`config.mk`:
```
export PLATFORM = sky130hd
export DESIGN_NAME = ssb_queue
export DESIGN_NICKNAME = d
export VERILOG_FILES = /design/src/rtl/ssb_pkg.sv /design/src/rtl/ssb_queue.sv
export SDC_FILE = /design/constraint.sdc
export NUM_CORES = 1
export LEC_CHECK = 0
export BUFFER_PORTS_ARGS = -buffer_cell sky130_fd_sc_hd__buf_2
export CAP_MARGIN = 15
export CORE_ASPECT_RATIO = 0.7
export CORE_MARGIN = 2
export CORE_UTILIZATION = 40
export CTS_BUF_LIST = sky130_fd_sc_hd__clkbuf_8
export DETAILED_ROUTE_END_ITERATION = 8
export SYNTH_ARGS = -nofsm -noshare
export SYNTH_HDL_FRONTEND = slang
export SYNTH_SLANG_ARGS = --single-unit
```
`constraint.sdc`:
```
create_clock -name clk -period 28.4 [get_ports clk]
set_clock_uncertainty 0.05 [all_clocks]
set_input_delay 8.52 -clock clk [delete_from_list [all_inputs] [get_ports clk]]
set_output_delay 8.52 -clock clk [all_outputs]
set_load 0.1 [all_outputs]
```
`src/rtl/ssb_pkg.sv`:
```
// Shared types, constants and Q16.16 helpers for the selective scan backward block.
// No dependencies; used by the front, queue and back modules and the top level.
package ssb_pkg;

	localparam logic signed [31:0] Q_MAX = 32'sh7fffffff;
	localparam logic signed [31:0] Q_MIN = 32'sh80000000;
	localparam int LN2_Q16   = 45426;
	localparam int RECIP_LN2 = 23637;            // floor(2^30 / LN2_Q16)
	localparam int K_OFFSET  = 31;               // negated lowest exponent that is not flushed
	localparam int Z_HI      = 16 * LN2_Q16;     // at or above: exp saturates
	localparam int Z_LO      = -31 * LN2_Q16;    // below: exp flushes to zero
	localparam int Z_BIAS    = K_OFFSET * LN2_Q16;

	typedef struct packed {
		logic signed [31:0] step_size;
		logic signed [31:0] x_in;
		logic signed [31:0] grad_out;
		logic signed [31:0] a_coef;
		logic signed [31:0] b_in;
		logic signed [31:0] c_in;
		logic signed [31:0] h_cur;
		logic signed [31:0] h_prev;
		logic [5:0]         channel;
		logic [3:0]         state_idx;
		logic               first_step;
		logic               last_step;
		logic               out_range;
		logic               row_end;
	} item_t;

	// Saturate a raw 33x33 product after the Q16.16 shift (floor).
	function automatic logic signed [31:0] qsat(input logic signed [65:0] p);
		logic signed [65:0] s;
		s = p >>> 16;
		if (s > 66'sh0_7fffffff) return Q_MAX;
		if (s < -66'sh0_80000000) return Q_MIN;
		return s[31:0];
	endfunction

	function automatic logic signed [31:0] qadd(input logic signed [31:0] a,
			input logic signed [31:0] b);
		logic signed [32:0] s;
		s = {a[31], a} + {b[31], b};
		if (s[32] != s[31]) return s[32] ? Q_MIN : Q_MAX;
		return s[31:0];
	endfunction

	// ceil(2^32 / i) for the Taylor divisors two to six
	function automatic logic [32:0] recip(input logic [2:0] i);
		case (i)
			3'd2:    return 33'd2147483648;
			3'd3:    return 33'd1431655766;
			3'd4:    return 33'd1073741824;
			3'd5:    return 33'd858993460;
			3'd6:    return 33'd715827883;
			default: return 33'd0;
		endcase
	endfunction

endpackage

```
`src/rtl/ssb_queue.sv`:
```
// Two-entry queue between front and back.
// Depends on ssb_pkg for the item type.
module ssb_queue import ssb_pkg::*; (
	input  logic  clk,
	input  logic  arst_n,
	input  logic  push,
	input  item_t din,
	output logic  full,
	output logic  valid,
	input  logic  pop,
	output item_t dout
);

	item_t      mem_q [2];
	logic [1:0] cnt_q;
	logic       wr_q;
	logic       rd_q;

	assign full  = (cnt_q == 2'd2);
	assign valid = (cnt_q != 2'd0);
	assign dout  = mem_q[rd_q];

	// store pushed beats
	always_ff @(posedge clk) begin
		if (push) mem_q[wr_q] <= din;
	end

	// advance pointers and count
	always_ff @(posedge clk or negedge arst_n) begin
		if (!arst_n) begin
			cnt_q <= 2'd0;
			wr_q  <= 1'b0;
			rd_q  <= 1'b0;
		end else begin
			if (push) wr_q <= !wr_q;
			if (pop)  rd_q <= !rd_q;
			case ({push, pop})
				2'b10:   cnt_q <= cnt_q + 2'd1;
				2'b01:   cnt_q <= cnt_q - 2'd1;
				default: cnt_q <= cnt_q;
			endcase
		end
	end

endmodule

```
After elaboration in Yosys (flattened, before gate mapping)
Memories as Yosys holds them, arrays and structs flattened.
Index checks and enable logic that the tools add are counted.
- reductions and logical operators: 4
- equality and inequality tests: 3
- add/subtract/negate cells: 2
- mux-type cells: 3
- operators with widths (cell ; number):
    $eq A2 B2 Y1 const B ; 2
    $pmux W2 S2 ; 1
    $reduce_bool A2 Y1 ; 2
    $add A2 B1 Y2 const B ; 1
    $eq A2 B1 Y1 const B ; 1
    $logic_not A1 Y1 ; 2
    $mux W1 ; 2
    $sub A2 B1 Y2 const B ; 1
- memory bits (writable): 540
- memories kept: 1
- output and inout port bits: 272
- register bits: 4
- logic and storage cells: 16
- input bits: 274
- memories (name ; depth ; bits a word ; rd ports ; clocked after memory_dff ; wr ports ; RTL line ; text):
    mem_q ; 2 ; 270 ; 1 ; 0 ; 1 ; ssb_queue.sv:14 ; item_t mem_q [2];

Depth between registers and ports, before layout
Gate-level depths: netlist of the first run.
- depth in word-level cells: 2
- depth in mapped cells: 5
- gate-level depth less buffers: 5

Least setup slack after synthesis of the first run
Ideal clock, no wire load.
- path kind: input-to-reg
- from: input push
- to: memory mem_q[0][0] (netlist bit), enable pin
- arrival: 19.878 ns
- data required time: 27.436 ns
- setup time: 0.914 ns
- stages on the path: 2
- slack: 7.558 ns
- path buffers: 0
- cells stage by stage: inv_1 > nor2_1
- cells in the longest elaborated chain, start to end: 2
- RTL lines (item ; RTL line ; text):
    start: declaration ; ssb_queue.sv:6 ; input logic push,
    $mux W1 ; ssb_queue.sv:25 ; if (push) mem_q[wr_q] <= din;
    $mux W1 (not written as such) ; ssb_queue.sv:25 ;
    end: declaration ; ssb_queue.sv:14 ;
No other way between the ends.

==> results.md, run 1 <==
- HPWL after DPL: 30.2 mm
- Final Hold Vio Count: 0
- Post_cts resized: 0
- CTS root buffer: clkbuf_8
- H-tree Lvls: 3
- P&R area growth vs syn: 23.6%
- Dominant cells by area after synthesis: edfxtp_1 (79%), mux2_4 (14%), mux2_2 (4.4%), buf_6 (1.2%), dfrtp_1 (0.49%)
- Vias in the first global route: 10.4k
- Top Ports: 546
- CTS Buf Count: 83
- Gr usage total: 16.2%
- Crit end category: output pin
- Place WS: 16070 ps
- Worst slew margin: 27.3%
- Die area: 53000 µm²
- Post-DR vias/cell: 4.59
- Worst Path Max Fanout: 69
- Top-count cell post-synth: edfxtp_1
- Final worst-path setup slack: 15430 ps
- Post-CTS Setup Repair Bufs: 0
- Achievable clock frequency: 77.1 MHz
- Largest net degree at the start of global routing: 135
- Data arrival time of the worst path: 4400 ps
- Least-Margin Pin Slew: 1090 ps
- CTS tree: built
- # Max-Cap Violations: 0
- Die H: 193 µm
- Setup Total Neg Slack: 0 ps
- Number of buffers added on ports: 545
- GRT Residual Overflow: 0
- Async SR Flop Fraction: 0.735%
- Via count: 10.1k
- Fin crit share: 45.7%
- Antenna Violating Nets Remaining: 0
- Setup CP Type: reg2out
- Post-synth top area share: 79.3%
- Synthesized area: 20400 µm²
- Nets: 1741
- Crit path required time: 19830 ps
- Reg clk slew, reported paths: 60 ps
- Outcome: finished, final reports clean
- Final Max Tran Viols: 0
- CTS Sinks: 544
- Syn Nets: 1131
- First-pass GRT wire length: 63.5 mm
- Detailed Route WL: 44.7 mm
- Starting Density: 40.4%
- Setup violations, final: 0
- Later-pin clock latency in the skew report: 660 ps
- Worst Setup Start Kind: flip-flop
- Synth cell count leaders: edfxtp_1 (540), mux2_4 (190), mux2_2 (80)
- Register area share after synthesis: 79.8%
- Hold Path Class: reg2reg
- Dominant synthesized flop cell: edfxtp_1
- Min Tclk post-route: 12970 ps
- Library cells used by synthesis: 14
- Synth area leader: edfxtp_1
- Layout cell share with drive strength beyond 1: 60.7%
- Die width: 274 µm
- FF+latch count, synth: 544
- RSZ-0062 raised after global routing: false
- Avg Cell Area, Syn: 23.9 µm²
- Initial drt markers: 704
- Maximum clock insertion buffer count: 3
- Initial antenna violation count: 11
- Cells after synthesis: 856
- Yosys warns: 0
- Residual DRC: 0
- GP Congestion: 0.773
- # rows: 69
- Std-Cell Core Area: 50600 µm²
- Hold bufs inserted after CTS: 0
- Average wire per standard cell: 20.3 µm
- Pre-Repair DR Iteration Count: 5
- Post-synth EDFFs: 540
## path summary, 6_finish.rpt
check,start,end,slack [ps],cells past startpoint
min in group asynchronous,arst_n,wr_q,7610,1
hold / removal,cnt_q[1],cnt_q[1],440,1
setup / recovery,rd_q,dout[196],15430,4
max in group asynchronous,arst_n,rd_q,20560,1
setup reg to reg,wr_q,mem_q[0][233],25060,3
hold reg to reg,cnt_q[1],cnt_q[1],440,1
## critical path, cell delays in order (launching register included)
cell and delay (ps):
dfrtp_4 1110, buf_4 780, buf_4 900, mux2_4 320, buf_2 430
## kinds of logic (layout without fill, tap and decap cells)
family	count (synthesis)	count (layout)	synth area share, %
AND/OR/NAND/NOR	5	5	0.129
XOR/XNOR	5	5	0.214
multiplexers	270	270	18.4
flip-flops	544	544	79.8
buffers and inverters	31	700	1.43
other	0	5	0
adder cells (fa/ha/maj)	1	1	0.0612
## cells in the final DEF, fill, tap and decap left out
cell,n
ha_1,1
xor2_1,3
clkinv_1,17
clkinv_2,4
buf_4,9
nor2_1,1
mux2_2,80
dfrtp_4,1
edfxtp_1,540
inv_1,32
buf_2,545
nor2_4,1
clkinv_8,1
mux2_4,190
or2_2,1
diode_2,5
inv_8,3
buf_12,1
dfrtp_1,3
clkinvlp_4,4
nor2b_1,1
and2_4,1
clkbuf_8,84
xnor2_1,2
## through the flow
step,std cells,area (µm²),hold slack [ps],util [%]
floorplan,856,20400,398,-
global placement,2055,23800,421,47.1
detailed placement,2055,23800,423,47.1
CTS,2199,25300,441,49.9
global route,2203,25300,464,50.0
finish,2204,25300,436,50.0
## layer usage
layer	global-route usage [%]	share of wire [%]	up-vias
li1	-	-	4671
met1	19.7	40	5026
met2	26.5	50	351
met3	6.35	8.1	69
met4	5.23	1.4	10
met5	0	0.13	-
## area by class of cell
| type | instances | area, µm² |
|---|---|---|
| antenna | 5 | 12.5 |
| clock buffer | 84 | 1160 |
| clock inverter | 60 | 280 |
| fill | 4300 | 25300 |
| inverter | 1 | 3.75 |
| multi-input combinational | 281 | 3850 |
| sequential | 544 | 16300 |
| tap | 674 | 843 |
| timing repair buffer | 555 | 2820 |
## sequential cells by signal (all words and copies together), names as in the netlist
name	flops
cnt_q	2
mem_q	540
rd_q	1
wr_q	1
Power of run 1 is left out: the tool's default activity adds up to more than one toggle a clock period on the data nets, which glitch-free logic cannot reach.
==> run 2: changes to the inputs <==
Clock period 28.4 ns to 13 ns, I/O delays scaled along.
==> results.md, run 2 (synthesized netlist as in run 1, its figures left out) <==
- Worst Setup Start Kind: flip-flop
- Worst slew margin: 27.4% (+0.16 points)
- Worst Path Max Fanout: 112 (+62%)
- Final std cells w/o fill: 2217 (+0.59%)
- # fillers: 4271 (-0.67%)
- Hold_sp: cnt_q[1]
- CTS Buf Count: 86 (+3.6%)
- Most frequent cells in the layout: buf_2 (545), edfxtp_1 (540), mux2_4 (190), clkbuf_8 (88), mux2_2 (80)
- CTS Sinks: 544 (unchanged)
- Initial antenna violation count: 12 (+1)
- Later-pin clock latency in the skew report: 630 ps (-30 ps)
- Worst Hold Path Cells: 1 (unchanged)
- Largest regs: mem_q (540), cnt_q (2)
- Nets: 1744 (+0.17%)
- # Max-Cap Violations: 0 (unchanged)
- Outcome: finished, final reports clean
- Final Hold Vio Count: 0 (unchanged)
- Pre-Repair DR Iteration Count: 4 (-1)
- Fin crit share: 61.4%
- CTS root buffer: clkbuf_8
- Most common cell after layout, fill and taps aside: buf_2
- Crit path required time: 9050 ps (-10780 ps)
- Via count: 10.2k (+1.1%)
- CTS tree: built
- GRT Residual Overflow: 0 (unchanged)
- Setup violations, final: 0 (unchanged)
- # rows: 69 (unchanged)
- Setup Total Neg Slack: 0 ps (unchanged)
- Std-Cell Core Area: 50600 µm² (unchanged)
- Setup CP Type: reg2out
- Average wire per standard cell: 19.6 µm (-3.4%)
- P&R area growth vs syn: 24.3%
- Final Max Tran Viols: 0 (unchanged)
- Die area: 53000 µm² (unchanged)
- Biggest register: mem_q
- Hold bufs inserted after CTS: 0 (unchanged)
- Starting Density: 40.4% (unchanged)
- Number of buffers added on ports: 545 (unchanged)
- Least-Margin Pin Slew: 1090 ps (-2.34 ps)
- RSZ-0062 raised after global routing: false
- CP Depth: 4 (unchanged)
- GP Congestion: 0.775 (+0.25%)
- Cell repeated most along the worst path: buf_12
- Reg clk slew, reported paths: 60 ps (about the same)
- Placed instance area: 23800 µm² (about the same)
- Worst Path Buf+Inv: 3 (unchanged)
- Min Tclk post-route: 7980 ps
- Achievable clock frequency: 125 MHz
- H-tree Lvls: 3 (unchanged)
- Antenna Violating Nets Remaining: 0 (unchanged)
- Slowest CP cell: dfrtp_4
- Data arrival time of the worst path: 4030 ps (-370 ps)
- R2R cell count: 3 (unchanged)
- Layout cell share with drive strength beyond 1: 60.7% (about the same)
- Worst setup path startpoint: rd_q
- Vias in the first global route: 10.4k (-0.46%)
- Post-CTS Setup Repair Bufs: 0 (unchanged)
- Crit-path cells: buf_12 -> buf_12 -> mux2_4 -> buf_2
- Initial drt markers: 605 (-14%)
- Residual DRC: 0 (unchanged)
- Detailed Route WL: 43.4 mm (-2.8%)
- Post_cts resized: 0 (unchanged)
- Maximum clock insertion buffer count: 3 (unchanged)
- Die width: 274 µm (unchanged)
- Die H: 193 µm (unchanged)
- Largest net degree at the start of global routing: 113 (-16%)
- HPWL after DPL: 29.1 mm (-3.5%)
- Max stage delay on crit path: 890 ps (-220 ps)
- Crit end category: output pin
- Reg2reg setup slack: 9750 ps (-15310 ps)
- CP delay by family, top: buffers and inverters
- Gr usage total: 15.6% (-0.60 points)
- Hold Path Class: reg2reg
- Max reg flops: 540 (unchanged)
- Dpl cells: 2055 (unchanged)
- Post-route cell area: 25400 µm² (+0.52%)
- First-pass GRT wire length: 61.4 mm (-3.2%)
- Worst flop-to-flop path startpoint: wr_q
- Post-DR vias/cell: 4.62 (+0.48%)
- Top Ports: 546 (unchanged)
run 2: path summary, 6_finish.rpt:
path / endpoint
worst max-delay path: dout[80]
worst min-delay path: cnt_q[1]
worst max register to register: mem_q[0][229]
worst min register to register: cnt_q[1]
max in group asynchronous: rd_q
min in group asynchronous: wr_q
run 2: worst register-to-register path, cell delays in order, from the launching register on:
cell and delay, ps:
dfrtp_1 430, nor2_4 580, buf_4 760, buf_4 970
run 2: through the flow:
stage	utilization, %	setup WS (ps)	hold slack [ps]
2_1_floorplan	-	1520	398
3_3_place_gp	47.1	5770	415
3_5_place_dp	47.1	5750	432
4_1_cts	50.2	5020	445
5_1_grt	50.2	4870	447
6_report	50.2	5020	436
run 2: layout make-up:
cell class	count	area, µm²	area share, %
inverters	1	3.75	0.0148
flip-flops and latches	544	16300	64.2
diodes	5	12.5	0.0492
well taps	674	843	3.32
clock inverters	69	343	1.35
clock buffers	88	1210	4.77
repair buffers	555	2830	11.1
multi-input cells	281	3850	15.1
run 2: routing by layer:
layer,GRT usage [%],up-vias,wire (µm)
met5,0,-,83
met4,5.79,14,907
met3,6.90,83,4060
met2,25.7,360,21600
met1,18.1,5099,16800
li1,-,4680,-
Power of run 2 is left out for the same reason.
